`config.mk`:
```
export PLATFORM = sky130hd
export DESIGN_NAME = device_pool_selector
export DESIGN_NICKNAME = d
export VERILOG_FILES = /design/src/dps_pkg.sv /design/src/dps_ctrl.sv /design/src/dps_datapath.sv /design/src/device_pool_selector.sv
export SDC_FILE = /design/constraint.sdc
export NUM_CORES = 1
export LEC_CHECK = 0
export BUFFER_PORTS_ARGS = -buffer_cell sky130_fd_sc_hd__buf_4
export CORE_ASPECT_RATIO = 0.5
export CORE_MARGIN = 2
export CORE_UTILIZATION = 34
export DETAILED_ROUTE_END_ITERATION = 16
export GPL_TIMING_DRIVEN = 0
export PLACE_DENSITY = 0.49
export SKIP_LAST_GASP = 1
export SYNTH_ARGS = -nofsm -noshare
export SYNTH_HDL_FRONTEND = slang
export SYNTH_HIERARCHICAL = 1
export SYNTH_SLANG_ARGS = --single-unit
```
`constraint.sdc`:
```
create_clock -name clk -period 8.8 [get_ports clk]
set_clock_uncertainty 0.05 [all_clocks]
set_input_delay 2.2 -clock clk [delete_from_list [all_inputs] [get_ports clk]]
set_output_delay 2.2 -clock clk [all_outputs]
set_load 0.05 [all_outputs]
```
`src/dps_pkg.sv`:
```
// dps_pkg: shared constants, codes, entry layout and controller/datapath links
// for the device pool selector; no dependencies
package dps_pkg;

  localparam int POOL_DEPTH = 16;
  localparam int LOAD_WIDTH = 16;
  localparam int PW = (POOL_DEPTH > 1) ? $clog2(POOL_DEPTH) : 1;
  localparam int CW = $clog2(POOL_DEPTH + 1);
  localparam int CURSOR_WIDTH = 32;
  localparam int DW = $clog2(CURSOR_WIDTH);
  localparam logic [LOAD_WIDTH-1:0] LOAD_MAX = {LOAD_WIDTH{1'b1}};

  localparam logic [2:0] OP_ADD    = 3'd0;
  localparam logic [2:0] OP_REMOVE = 3'd1;
  localparam logic [2:0] OP_ACQ    = 3'd2;
  localparam logic [2:0] OP_ADJUST = 3'd3;
  localparam logic [2:0] OP_HEALTH = 3'd4;

  localparam logic [1:0] STRAT_MANUAL = 2'd0;
  localparam logic [1:0] STRAT_RR     = 2'd1;
  localparam logic [1:0] STRAT_LEAST  = 2'd2;

  localparam logic [2:0] ST_OK       = 3'd0;
  localparam logic [2:0] ST_NONE     = 3'd1;
  localparam logic [2:0] ST_NOTFOUND = 3'd2;
  localparam logic [2:0] ST_FULL     = 3'd3;
  localparam logic [2:0] ST_BUSY     = 3'd4;

  typedef struct packed {
    logic [15:0]           id;
    logic [3:0]            kind;
    logic [LOAD_WIDTH-1:0] load;
    logic                  healthy;
  } entry_t;

  typedef enum logic [2:0] {
    S_IDLE, S_START, S_DIV, S_SEED, S_SCAN, S_APPLY, S_SHIFT, S_DONE
  } state_t;

  typedef struct packed {
    logic latch;
    logic prep;
    logic div_step;
    logic scan_init;
    logic scan_step;
    logic apply;
    logic shift_step;
    logic shrink;
    logic emit;
    logic rd_pick;
    logic rd_next;
  } cmd_t;

  typedef struct packed {
    logic n_zero;
    logic need_div;
    logic need_scan;
    logic div_last;
    logic scan_stop;
    logic rm_ok;
    logic shift_done;
    logic out_free;
  } sts_t;

endpackage

```
`src/dps_ctrl.sv`:
```
// dps_ctrl: sequencer for one operation at a time
// depends on dps_pkg
module dps_ctrl import dps_pkg::*; (
  input  logic   clk,
  input  logic   rst_n,
  input  logic   in_valid,
  output logic   in_stall,
  input  sts_t   sts,
  output cmd_t   cmd
);

  state_t state_r, state_nxt;

  always_ff @(posedge clk) begin
    if (!rst_n) begin
      state_r <= S_IDLE;
    end else begin
      state_r <= state_nxt;
    end
  end

  always_comb begin
    state_nxt = state_r;
    cmd = '0;
    in_stall = (state_r != S_IDLE);
    unique case (state_r)
      S_IDLE: begin
        if (in_valid) begin
          cmd.latch = 1'b1;
          state_nxt = S_START;
        end
      end
      S_START: begin
        cmd.prep = 1'b1;
        if (sts.n_zero || !(sts.need_scan || sts.need_div)) state_nxt = S_APPLY;
        else if (sts.need_div) state_nxt = S_DIV;
        else state_nxt = S_SEED;
      end
      S_DIV: begin
        cmd.div_step = 1'b1;
        if (sts.div_last) state_nxt = S_SEED;
      end
      S_SEED: begin
        cmd.scan_init = 1'b1;
        state_nxt = S_SCAN;
      end
      S_SCAN: begin
        cmd.scan_step = 1'b1;
        if (sts.scan_stop) state_nxt = S_APPLY;
      end
      S_APPLY: begin
        cmd.apply = 1'b1;
        cmd.rd_pick = 1'b1;
        state_nxt = sts.rm_ok ? S_SHIFT : S_DONE;
      end
      S_SHIFT: begin
        cmd.rd_next = 1'b1;
        if (sts.shift_done) begin
          cmd.shrink = 1'b1;
          state_nxt = S_DONE;
        end else begin
          cmd.shift_step = 1'b1;
        end
      end
      S_DONE: begin
        if (sts.out_free) begin
          cmd.emit = 1'b1;
          state_nxt = S_IDLE;
        end
      end
      default: state_nxt = S_IDLE;
    endcase
  end

endmodule

```
`src/dps_datapath.sv`:
```
// dps_datapath: entry table, scan and divide registers, result and output words
// depends on dps_pkg
module dps_datapath import dps_pkg::*; (
  input  logic        clk,
  input  logic        rst_n,
  input  cmd_t        cmd,
  output sts_t        sts,
  input  logic [2:0]  in_operation,
  input  logic [1:0]  in_strategy,
  input  logic [15:0] in_device_id,
  input  logic        in_id_given,
  input  logic [3:0]  in_device_kind,
  input  logic signed [7:0] in_load_delta,
  input  logic        in_health_value,
  output logic        out_valid,
  input  logic        out_stall,
  output logic [2:0]  out_status,
  output logic [15:0] out_result_id,
  output logic [15:0] out_result_load
);

  entry_t slots_r [POOL_DEPTH];

  logic [2:0]  op_r;
  logic [1:0]  strat_r;
  logic [15:0] dev_id_r;
  logic        given_r;
  logic [3:0]  kind_r;
  logic signed [7:0] delta_r;
  logic        health_r;

  logic [CW-1:0]           count_r, count_nxt;
  logic [15:0]             next_id_r, next_id_nxt;
  logic [CURSOR_WIDTH-1:0] cursor_r, cursor_nxt;

  logic [PW-1:0]           idx_r, idx_nxt, pick_r, pick_nxt, rem_r, rem_nxt;
  logic [CW-1:0]           cnt_r, cnt_nxt;
  logic                    found_r, found_nxt;
  logic [LOAD_WIDTH-1:0]   best_r, best_nxt;
  logic [CURSOR_WIDTH-1:0] dq_r, dq_nxt;
  logic [DW-1:0]           dcnt_r, dcnt_nxt;

  logic [2:0]  res_st_r, res_st_nxt;
  logic [15:0] res_id_r, res_id_nxt;
  logic [15:0] res_ld_r, res_ld_nxt;

  logic        out_valid_r;
  logic [2:0]  out_st_r;
  logic [15:0] out_id_r, out_ld_r;

  logic [PW-1:0] rd_addr, idx_inc, idx_wrap;
  entry_t        rd;
  logic          wr_en;
  logic [PW-1:0] wr_addr;
  entry_t        wr_data;

  logic is_acq, mode_rr, mode_ll, hit;
  logic [CW-1:0] last_cnt;
  logic [PW:0]   dtrial;
  logic signed [LOAD_WIDTH+1:0] adj_sum;
  logic [LOAD_WIDTH-1:0] adj_load, inc_load;

  assign is_acq   = (op_r == OP_ACQ);
  assign mode_rr  = is_acq && (strat_r == STRAT_RR);
  assign mode_ll  = is_acq && (strat_r == STRAT_LEAST);
  assign last_cnt = count_r - CW'(1);
  assign idx_inc  = idx_r + PW'(1);
  assign idx_wrap = ({1'b0, idx_r} == (PW+1)'(last_cnt)) ? '0 : idx_inc;

  always_comb begin
    if (cmd.rd_pick) rd_addr = pick_r;
    else if (cmd.rd_next) rd_addr = idx_inc;
    else rd_addr = idx_r;
  end
  assign rd = slots_r[rd_addr];

  // scan hit: id match for lookups, first healthy for round robin
  assign hit = mode_rr ? rd.healthy : (!mode_ll && rd.id == dev_id_r);

  assign dtrial  = {rem_r, dq_r[CURSOR_WIDTH-1]};
  assign adj_sum = $signed({2'b00, rd.load}) + (LOAD_WIDTH+2)'(delta_r);
  assign inc_load = (rd.load == LOAD_MAX) ? rd.load : rd.load + LOAD_WIDTH'(1);

  always_comb begin
    if (adj_sum < 0) adj_load = '0;
    else if (adj_sum > $signed({2'b00, LOAD_MAX})) adj_load = LOAD_MAX;
    else adj_load = adj_sum[LOAD_WIDTH-1:0];
  end

  always_comb begin
    sts.n_zero     = (count_r == '0);
    sts.need_div   = mode_rr;
    sts.need_scan  = (op_r == OP_REMOVE) || (op_r == OP_ADJUST) || (op_r == OP_HEALTH)
                     || (is_acq && strat_r == STRAT_MANUAL && given_r) || mode_ll;
    sts.div_last   = (dcnt_r == DW'(CURSOR_WIDTH - 1));
    sts.scan_stop  = hit || (cnt_r == last_cnt);
    sts.rm_ok      = (op_r == OP_REMOVE) && found_r && (rd.load == '0);
    sts.shift_done = ((CW+1)'(idx_r) + (CW+1)'(1)) >= (CW+1)'(count_r);
    sts.out_free   = !out_valid_r || !out_stall;
  end

  always_comb begin
    count_nxt   = count_r;
    next_id_nxt = next_id_r;
    cursor_nxt  = cursor_r;
    idx_nxt     = idx_r;
    pick_nxt    = pick_r;
    rem_nxt     = rem_r;
    cnt_nxt     = cnt_r;
    found_nxt   = found_r;
    best_nxt    = best_r;
    dq_nxt      = dq_r;
    dcnt_nxt    = dcnt_r;
    res_st_nxt  = res_st_r;
    res_id_nxt  = res_id_r;
    res_ld_nxt  = res_ld_r;
    wr_en       = 1'b0;
    wr_addr     = pick_r;
    wr_data     = rd;

    if (cmd.prep) begin
      rem_nxt   = '0;
      found_nxt = 1'b0;
      dq_nxt    = cursor_r;
      dcnt_nxt  = '0;
    end

    // restoring remainder, one cursor bit a cycle
    if (cmd.div_step) begin
      dq_nxt   = {dq_r[CURSOR_WIDTH-2:0], 1'b0};
      dcnt_nxt = dcnt_r + DW'(1);
      if ((CW+1)'(dtrial) >= (CW+1)'(count_r)) rem_nxt = PW'((CW+1)'(dtrial) - (CW+1)'(count_r));
      else rem_nxt = dtrial[PW-1:0];
    end

    if (cmd.scan_init) begin
      idx_nxt = rem_r;
      cnt_nxt = '0;
    end

    if (cmd.scan_step) begin
      cnt_nxt = cnt_r + CW'(1);
      idx_nxt = idx_wrap;
      if (mode_ll) begin
        if (rd.healthy && (!found_r || rd.load < best_r)) begin
          found_nxt = 1'b1;
          pick_nxt  = idx_r;
          best_nxt  = rd.load;
        end
      end else if (hit) begin
        found_nxt = 1'b1;
        pick_nxt  = idx_r;
      end
    end

    if (cmd.apply) begin
      res_st_nxt = ST_NONE;
      res_id_nxt = '0;
      res_ld_nxt = '0;
      idx_nxt    = pick_r;
      case (op_r)
        OP_ADD: begin
          if ((CW+1)'(count_r) >= (CW+1)'(POOL_DEPTH)) begin
            res_st_nxt = ST_FULL;
          end else begin
            wr_en        = 1'b1;
            wr_addr      = count_r[PW-1:0];
            wr_data.id   = next_id_r;
            wr_data.kind = kind_r;
            wr_data.load = '0;
            wr_data.healthy = 1'b1;
            count_nxt    = count_r + CW'(1);
            next_id_nxt  = next_id_r + 16'd1;
            res_st_nxt   = ST_OK;
            res_id_nxt   = next_id_r;
          end
        end
        OP_REMOVE: begin
          if (!found_r) begin
            res_st_nxt = ST_NOTFOUND;
          end else if (rd.load != '0) begin
            res_st_nxt = ST_BUSY;
            res_id_nxt = dev_id_r;
            res_ld_nxt = 16'(rd.load);
          end else begin
            res_st_nxt = ST_OK;
            res_id_nxt = dev_id_r;
          end
        end
        OP_ACQ: begin
          if (count_r != '0) begin
            if (mode_rr) cursor_nxt = cursor_r + CURSOR_WIDTH'(1);
            if (found_r && (strat_r != STRAT_MANUAL || rd.healthy)) begin
              wr_en        = 1'b1;
              wr_data.load = inc_load;
              res_st_nxt   = ST_OK;
              res_id_nxt   = rd.id;
              res_ld_nxt   = 16'(inc_load);
            end else if (strat_r == STRAT_MANUAL && given_r && !found_r) begin
              res_st_nxt = ST_NOTFOUND;
            end
          end
        end
        OP_ADJUST: begin
          if (!found_r) begin
            res_st_nxt = ST_NOTFOUND;
          end else begin
            wr_en        = 1'b1;
            wr_data.load = adj_load;
            res_st_nxt   = ST_OK;
            res_id_nxt   = dev_id_r;
            res_ld_nxt   = 16'(adj_load);
          end
        end
        OP_HEALTH: begin
          if (!found_r) begin
            res_st_nxt = ST_NOTFOUND;
          end else begin
            wr_en           = 1'b1;
            wr_data.healthy = health_r;
            res_st_nxt      = ST_OK;
            res_id_nxt      = dev_id_r;
            res_ld_nxt      = 16'(rd.load);
          end
        end
        default: res_st_nxt = ST_NONE;
      endcase
    end

    // close the gap: entry idx+1 moves down to idx
    if (cmd.shift_step) begin
      wr_en   = 1'b1;
      wr_addr = idx_r;
      wr_data = rd;
      idx_nxt = idx_inc;
    end

    if (cmd.shrink) count_nxt = count_r - CW'(1);
  end

  always_ff @(posedge clk) begin
    if (wr_en) slots_r[wr_addr] <= wr_data;
    if (cmd.latch) begin
      op_r     <= in_operation;
      strat_r  <= in_strategy;
      dev_id_r <= in_device_id;
      given_r  <= in_id_given;
      kind_r   <= in_device_kind;
      delta_r  <= in_load_delta;
      health_r <= in_health_value;
    end
    idx_r    <= idx_nxt;
    pick_r   <= pick_nxt;
    rem_r    <= rem_nxt;
    cnt_r    <= cnt_nxt;
    found_r  <= found_nxt;
    best_r   <= best_nxt;
    dq_r     <= dq_nxt;
    dcnt_r   <= dcnt_nxt;
    res_st_r <= res_st_nxt;
    res_id_r <= res_id_nxt;
    res_ld_r <= res_ld_nxt;
    if (cmd.emit) begin
      out_st_r <= res_st_r;
      out_id_r <= res_id_r;
      out_ld_r <= res_ld_r;
    end
  end

  always_ff @(posedge clk) begin
    if (!rst_n) begin
      count_r     <= '0;
      next_id_r   <= '0;
      cursor_r    <= '0;
      out_valid_r <= 1'b0;
    end else begin
      count_r   <= count_nxt;
      next_id_r <= next_id_nxt;
      cursor_r  <= cursor_nxt;
      if (cmd.emit) out_valid_r <= 1'b1;
      else if (!out_stall) out_valid_r <= 1'b0;
    end
  end

  assign out_valid       = out_valid_r;
  assign out_status      = out_st_r;
  assign out_result_id   = out_id_r;
  assign out_result_load = out_ld_r;

endmodule

```
`src/device_pool_selector.sv`:
```
// device_pool_selector: top level, joins the sequencer and the datapath
// depends on dps_pkg, dps_ctrl, dps_datapath
//
//   channel | direction | handshake          | word
//   in_     | input     | in_valid/in_stall  | operation, strategy, id, kind, delta, health
//   out_    | output    | out_valid/out_stall| status, result_id, result_load
//
// one operation at a time: set-up, then for round robin the remainder of the 32-bit cursor
// (one bit a cycle), then for lookups, round robin and least loaded a seed step and a scan of
// up to every entry; then apply, for a remove that succeeds a shift of each later entry down
// by one, and last the hand-off to the output register; an empty pool skips divide and scan
// synchronous active-low reset empties the pool; table contents are not cleared
// the finished word sits in the output register while the next operation is taken;
// a stalled output only holds the sequencer in its last state
module device_pool_selector import dps_pkg::*; (
  input  logic        clk,
  input  logic        rst_n,
  input  logic        in_valid,
  output logic        in_stall,
  input  logic [2:0]  in_operation,
  input  logic [1:0]  in_strategy,
  input  logic [15:0] in_device_id,
  input  logic        in_id_given,
  input  logic [3:0]  in_device_kind,
  input  logic signed [7:0] in_load_delta,
  input  logic        in_health_value,
  output logic        out_valid,
  input  logic        out_stall,
  output logic [2:0]  out_status,
  output logic [15:0] out_result_id,
  output logic [15:0] out_result_load
);

  // command and status between sequencer and datapath
  cmd_t cmd;
  sts_t sts;

  dps_ctrl u_ctrl (
    .clk      (clk),
    .rst_n    (rst_n),
    .in_valid (in_valid),
    .in_stall (in_stall),
    .sts      (sts),
    .cmd      (cmd)
  );

  dps_datapath u_dp (
    .clk             (clk),
    .rst_n           (rst_n),
    .cmd             (cmd),
    .sts             (sts),
    .in_operation    (in_operation),
    .in_strategy     (in_strategy),
    .in_device_id    (in_device_id),
    .in_id_given     (in_id_given),
    .in_device_kind  (in_device_kind),
    .in_load_delta   (in_load_delta),
    .in_health_value (in_health_value),
    .out_valid       (out_valid),
    .out_stall       (out_stall),
    .out_status      (out_status),
    .out_result_id   (out_result_id),
    .out_result_load (out_result_load)
  );

endmodule

```
Yosys cells after proc, flatten, opt, wreduce, memory -nomap -nowiden
Memory sizes are Yosys's and may differ from the RTL's. Cells that the tools add are included.

Output and inout bits: 37. Logic and storage cells: 220. Input bits: 39. Register bits after elaboration: 233. Memories kept: 1. Memory bits (writable): 592.

Equality and inequality tests: 26. Multiplexer cells: 99. $add $sub $neg: 11. Bitwise logic cells: 1. Reductions and logical operators: 49. Magnitude comparators: 6.

Memories: u_dp.slots_r (depth 16, bits a word 37, read ports 1, clocked after Yosys merged registers in 0, write ports 1, RTL line dps_datapath.sv:22) `entry_t slots_r [POOL_DEPTH];`.

Operators by type and width (count): $mux 16 (16); $mux 37 (3); $pmux 16 s3 (2); $mux 4 (17); $mux 32 (2); $pmux 16 s4 (1); $mux 5 (8); $add 16x1->16 const B (2); $add 32x1->32 const B (1); $mux 1 (31); $mux 3 (9); $pmux 3 s8 (1); $mux 20 (1); $add 17x8->18 (1); $gt 18x17->1 const B (1); $lt 18x1->1 const B (1); $eq 16x16->1 (1); $eq 16x16->1 const B (1); $logic_not 16->1 (1); $lt 16x16->1 (1); $reduce_bool 16->1 (1); $add 5x1->5 const B (3); $eq 3x3->1 const B (5); $ne 2x2->1 const B (7); 34 further kinds (75).

Logic depth before layout (Yosys ltp)
An unclocked memory read counts as a cell.

Depth after elaboration: 14. Depth in mapped cells: 29. Gate-level depth less buffers: 20.

Modules after synthesis
Netlist, hierarchy kept.

By module, submodules not included: dps_datapath (sequential area each 22081.2 µm², area an instance 34129.0 µm², times used 1, cells each 2518); dps_ctrl (sequential area each 60.1 µm², area an instance 314.1 µm², times used 1, cells each 47).

Worst setup path after synthesis
OpenSTA, ideal clock, no wires.

Kind: flip-flop to flip-flop. Start point: register u_ctrl.state_r[2]. End point: memory u_dp/slots_r[0][13] in the netlist's numbering, data pin. Cell stages (with the launch flop): 28. Period minus slack after synthesis: 6.533 ns. Buffers on the path: 8. Setup slack: 2.267 ns. Library setup time: 0.330 ns. Arrival time: 6.152 ns. Required time: 8.420 ns. Path through: dfxtp_1 > buf_6 > buf_4 > inv_1 > nor2_1 > buf_6 > and4_1 > mux2_2 > nor2_4 > buf_4 > clkbuf_1 > buf_1 > nand3_1 > o21ai_0 > inv_1 > ha_1 > a211o_1 > a211oi_1 > or3_1 > a21oi_1 > or2_2 > clkbuf_1 > or3_1 > a21oi_1 > clkbuf_1 > o21a_1 > a31oi_1 > o21ai_0.

RTL lines: from (decl) (RTL line dps_ctrl.sv:12) `state_t state_r, state_nxt;`; from (signal assigned) (RTL line dps_ctrl.sv:18) `state_r <= state_nxt;`; to (decl) (RTL line dps_datapath.sv:22).

==> results.yml <==
status:
  outcome: "complete, no violations"
finish:
  final_util_pct: 39.9
  layout_common_cells: "sky130_fd_sc_hd__edfxtp_1 (698), sky130_fd_sc_hd__nand2_1 (317), sky130_fd_sc_hd__buf_4 (108), sky130_fd_sc_hd__o21ai_0 (108), sky130_fd_sc_hd__mux2i_1 (93)"
  p_r_area_growth_vs_syn_pct: 16.0
  fin_nets: 2847
  final_area_um2: 40000
  diodes: 0
  drive_above_1_share_pct: 15.6
  mostFrequentLayoutCell: "sky130_fd_sc_hd__edfxtp_1"
  num-fill-cells: 9414
  layoutNonFillerInstCount: 4154
worst_setup_path:
  timing.reg2reg.worst_path_depth: 28
  largest_incremental_delay_on_the_critical_path_ps: 620
  critPathMaxFanout: 16
  timing_worst_setup_path_type: "reg -> reg"
  worst-endpoint-arrival_ps: 8800
  crit_path_end_kind: "register"
  worstPathBufferInverterCount: 12
  critPathRequiredTime_ps: 9110
  cp_common_cell: "sky130_fd_sc_hd__buf_4"
  cp_num_cells: 28
  setup.worst_path.start_class: "register"
  cpMaxStageDelayCell: "sky130_fd_sc_hd__o21ai_1"
  family_with_the_most_delay_on_the_worst_path: "compound AO/OA/AOI/OAI gates"
cts:
  clkSinkCount: 757
  ctsRootBufferMaster: "sky130_fd_sc_hd__clkbuf_16"
  insertion_delay_ps: 680
  cts_hold_buf: 0
  clk_pin_slew_ps: 70
  cts.path.max_buffers: 3
  cts_tree: "done"
  cts-htree-levels: 3
  number_of_cts_inserted_buffers: 73
global_routing:
  grt-ovfl-total: 0
  first_global_vias: 21995
  initial_antenna_violation_count: 3
  gr-usage-all-layers_pct: 20.4
  grt_start_max_net_pins: 41
  grt_pass1_wl_um: 154000
synthesis:
  postSynth.topFlopCell: "sky130_fd_sc_hd__edfxtp_1"
  synthesized_area_per_cell_um2: 13.4
  synth-edff-count: 698
  synthCells: 2565
  ys_warn_count: 6
  yosys.cell_types.count: 105
  asyncSetResetFlopFracSynth_pct: 0
  yosysSeqAreaShare_pct: 64.3
  synth_seq_cells: 757
  synth_nets: 2660
  synthesis.area_um2: 34400
route:
  drcViolationCount: 0
  drt-pass1-iter-count: 6
  total_vias_in_the_final_route: 22601
  routed_wire_length_per_instance_um: 25.6
  postRouteWirelength_um: 107000
  drt-initial-drc-count: 2583
  antenna_violating_nets_post_route: 0
  average_vias_per_placed_instance: 5.44
placement:
  gp_routability_congestion: 0.882
  dp.final_hpwl_um: 73800
  placed_area_um2: 37600
  detailedPlace.worstSlack_ps: -285
  dp.cells: 4021
  placement.io_buffers: 71
timing:
  post-route-period-util_pct: 96.4
  final-hold-violation-count: 0
  worst_hold_slack_ps: 357
  maxSlewHeadroom_pct: 5.94
  period_needed_ps: 8490
  rsz_0062_raised_after_global_routing: "false"
  setup_ws_ps: 313
  maxClockFrequency_ghz: 0.118
  setup_tns_ps: 0
  setup_viol: 0
  worstMarginPinSlew_ps: 1410
  maxSlewViolCount: 0
power_and_ir_drop:
  power.share.sequential_pct: 43.8
  switchingPower_mw: 3.19
  p_total_mw: 10.0
  switch_share_pct: 31.9
  power.static_leakage_nw: 13.6
  p_comb_share_pct: 24.7
  power_per_cell_area_nw_per_um2: 251
  cell_internal_power_dissipation_mw: 6.83
  power_frac_clock_pct: 31.5
  vdd.ir_drop.worst_uv: 141
die:
  die-height_um: 229
  die_width_um: 454
  core_um2: 100000
  num_rows: 82
  starting_density_pct: 34.4
  io_pins: 76
  fp.dieArea_um2: 104000
flow_run:
  cap_violations: 0
min_path:
  hold_depth: 0
  holdCritPathClass: "reg -> reg"
==> what timing repair did <==
| action | CTS | global route |
|---|---|---|
| endpoints found under the setup margin | 64 | 176 |
| pin swaps | 0 | 0 |
| setup buffers | 0 | 0 |
| cloned | 0 | 0 |
| gates resized for setup | 4 | 4 |
==> final timing paths <==
path | startpoint | to | slack (ps)
min reg2reg | u_dp/res_id_r[14] | u_dp/out_result_id[14] | 360
min | u_dp/res_id_r[14] | u_dp/out_result_id[14] | 360
max | u_ctrl/state_r[2] | u_dp/slots_r[4][11] | 310
max reg2reg | u_ctrl/state_r[2] | u_dp/slots_r[4][11] | 310
==> flip-flops by register name (all words and copies together) (netlist names), 2 cells and up <==
| register | cells |
|---|---|
| u_ctrl/state_r | 3 |
| u_dp/idx_r | 4 |
| u_dp/slots_r | 528 |
| u_dp/res_id_r | 16 |
| u_dp/dev_id_r | 16 |
| u_dp/cursor_r | 32 |
| u_dp/rem_r | 4 |
| u_dp/delta_r | 8 |
| u_dp/out_result_id | 16 |
| u_dp/dq_r | 32 |
| u_dp/cnt_r | 5 |
| u_dp/next_id_r | 16 |
| u_dp/out_result_load | 16 |
| u_dp/res_ld_r | 16 |
| u_dp/res_st_r | 3 |
| u_dp/best_r | 16 |
| u_dp/dcnt_r | 5 |
| u_dp/out_status | 3 |
| u_dp/count_r | 5 |
| u_dp/strat_r | 2 |
| u_dp/op_r | 3 |
| u_dp/pick_r | 4 |
==> cell families (layout without fill, tap and decap cells) <==
| group | Yosys count | in the layout | synth area share, % |
|---|---|---|---|
| adders and majority gates | 56 | 56 | 2.08 |
| muxes | 173 | 173 | 6.67 |
| buffers and inverters | 203 | 448 | 2.95 |
| xor gates and xnor gates | 112 | 112 | 2.87 |
| DFF | 757 | 757 | 64.3 |
| and+or+nand+nor | 750 | 750 | 10.7 |
| AOI/OAI and AO/OA | 514 | 514 | 10.4 |
==> cell type report <==
class | instances | area (um^2) | share of cell area, %
sequential | 757 | 22100 | 55.4
timing repair buffer | 113 | 1290 | 3.22
inverter | 61 | 229 | 0.573
clock buffer | 94 | 1950 | 4.87
multi-input combinational | 1605 | 11500 | 28.8
buffer | 141 | 785 | 1.96
clock inverter | 39 | 403 | 1.01
tap | 1344 | 1680 | 4.21
==> cells in the mapped netlist, types with 9 or more instances <==
cell | n | area [um^2]
sky130_fd_sc_hd__a211oi_1 | 28 | 210
sky130_fd_sc_hd__a21boi_0 | 19 | 143
sky130_fd_sc_hd__a21o_1 | 15 | 113
sky130_fd_sc_hd__a21oi_1 | 82 | 410
sky130_fd_sc_hd__a221oi_1 | 28 | 245
sky130_fd_sc_hd__a22oi_1 | 27 | 203
sky130_fd_sc_hd__a31oi_1 | 25 | 156
sky130_fd_sc_hd__and2_1 | 77 | 482
sky130_fd_sc_hd__and3_1 | 34 | 213
sky130_fd_sc_hd__buf_1 | 10 | 37.5
sky130_fd_sc_hd__buf_2 | 27 | 135
sky130_fd_sc_hd__buf_4 | 27 | 203
sky130_fd_sc_hd__buf_6 | 16 | 180
sky130_fd_sc_hd__clkbuf_1 | 62 | 233
sky130_fd_sc_hd__dfxtp_1 | 59 | 1180
sky130_fd_sc_hd__edfxtp_1 | 698 | 21000
sky130_fd_sc_hd__ha_1 | 54 | 676
sky130_fd_sc_hd__inv_1 | 55 | 206
sky130_fd_sc_hd__mux2_2 | 38 | 428
sky130_fd_sc_hd__mux2i_1 | 93 | 931
sky130_fd_sc_hd__mux4_2 | 36 | 811
sky130_fd_sc_hd__nand2_1 | 317 | 1190
sky130_fd_sc_hd__nand2b_1 | 12 | 75.1
sky130_fd_sc_hd__nand3_1 | 70 | 350
sky130_fd_sc_hd__nand4_1 | 29 | 181
sky130_fd_sc_hd__nor2_1 | 94 | 353
sky130_fd_sc_hd__nor2b_1 | 15 | 93.8
sky130_fd_sc_hd__nor3_1 | 24 | 120
sky130_fd_sc_hd__o211a_1 | 9 | 90.1
sky130_fd_sc_hd__o211ai_1 | 18 | 135
sky130_fd_sc_hd__o21a_1 | 15 | 113
sky130_fd_sc_hd__o21ai_0 | 124 | 621
sky130_fd_sc_hd__o22ai_1 | 18 | 113
sky130_fd_sc_hd__o31ai_1 | 9 | 67.6
sky130_fd_sc_hd__or3_1 | 17 | 106
sky130_fd_sc_hd__xnor2_1 | 65 | 569
sky130_fd_sc_hd__xor2_1 | 46 | 403
==> power groups by stage <==
stage / combinational [mW] / sequential, mW / clock [mW]
3_5_place_dp: 2.43 / 4.46 / 0
5_1_grt: 2.66 / 4.39 / 3.37
6_report: 2.48 / 4.38 / 3.16
3_3_place_gp: 2.34 / 4.48 / 0
2_1_floorplan: 1.52 / 4.44 / 0
4_1_cts: 2.45 / 4.39 / 3.23
==> per-layer routing <==
layer  share of wire, %  global-route usage, %  vias up  routed length, um
met3                6.9                   4.39      157               7370
met5                  0                      0        -                  0
met1                 46                   29.4    11535              48900
li1                   -                      -    10168                  -
met2                 44                   30.7      741              47200
met4                2.8                   5.97        0               2990
No activity file was read; power rests on OpenSTA's default activity.
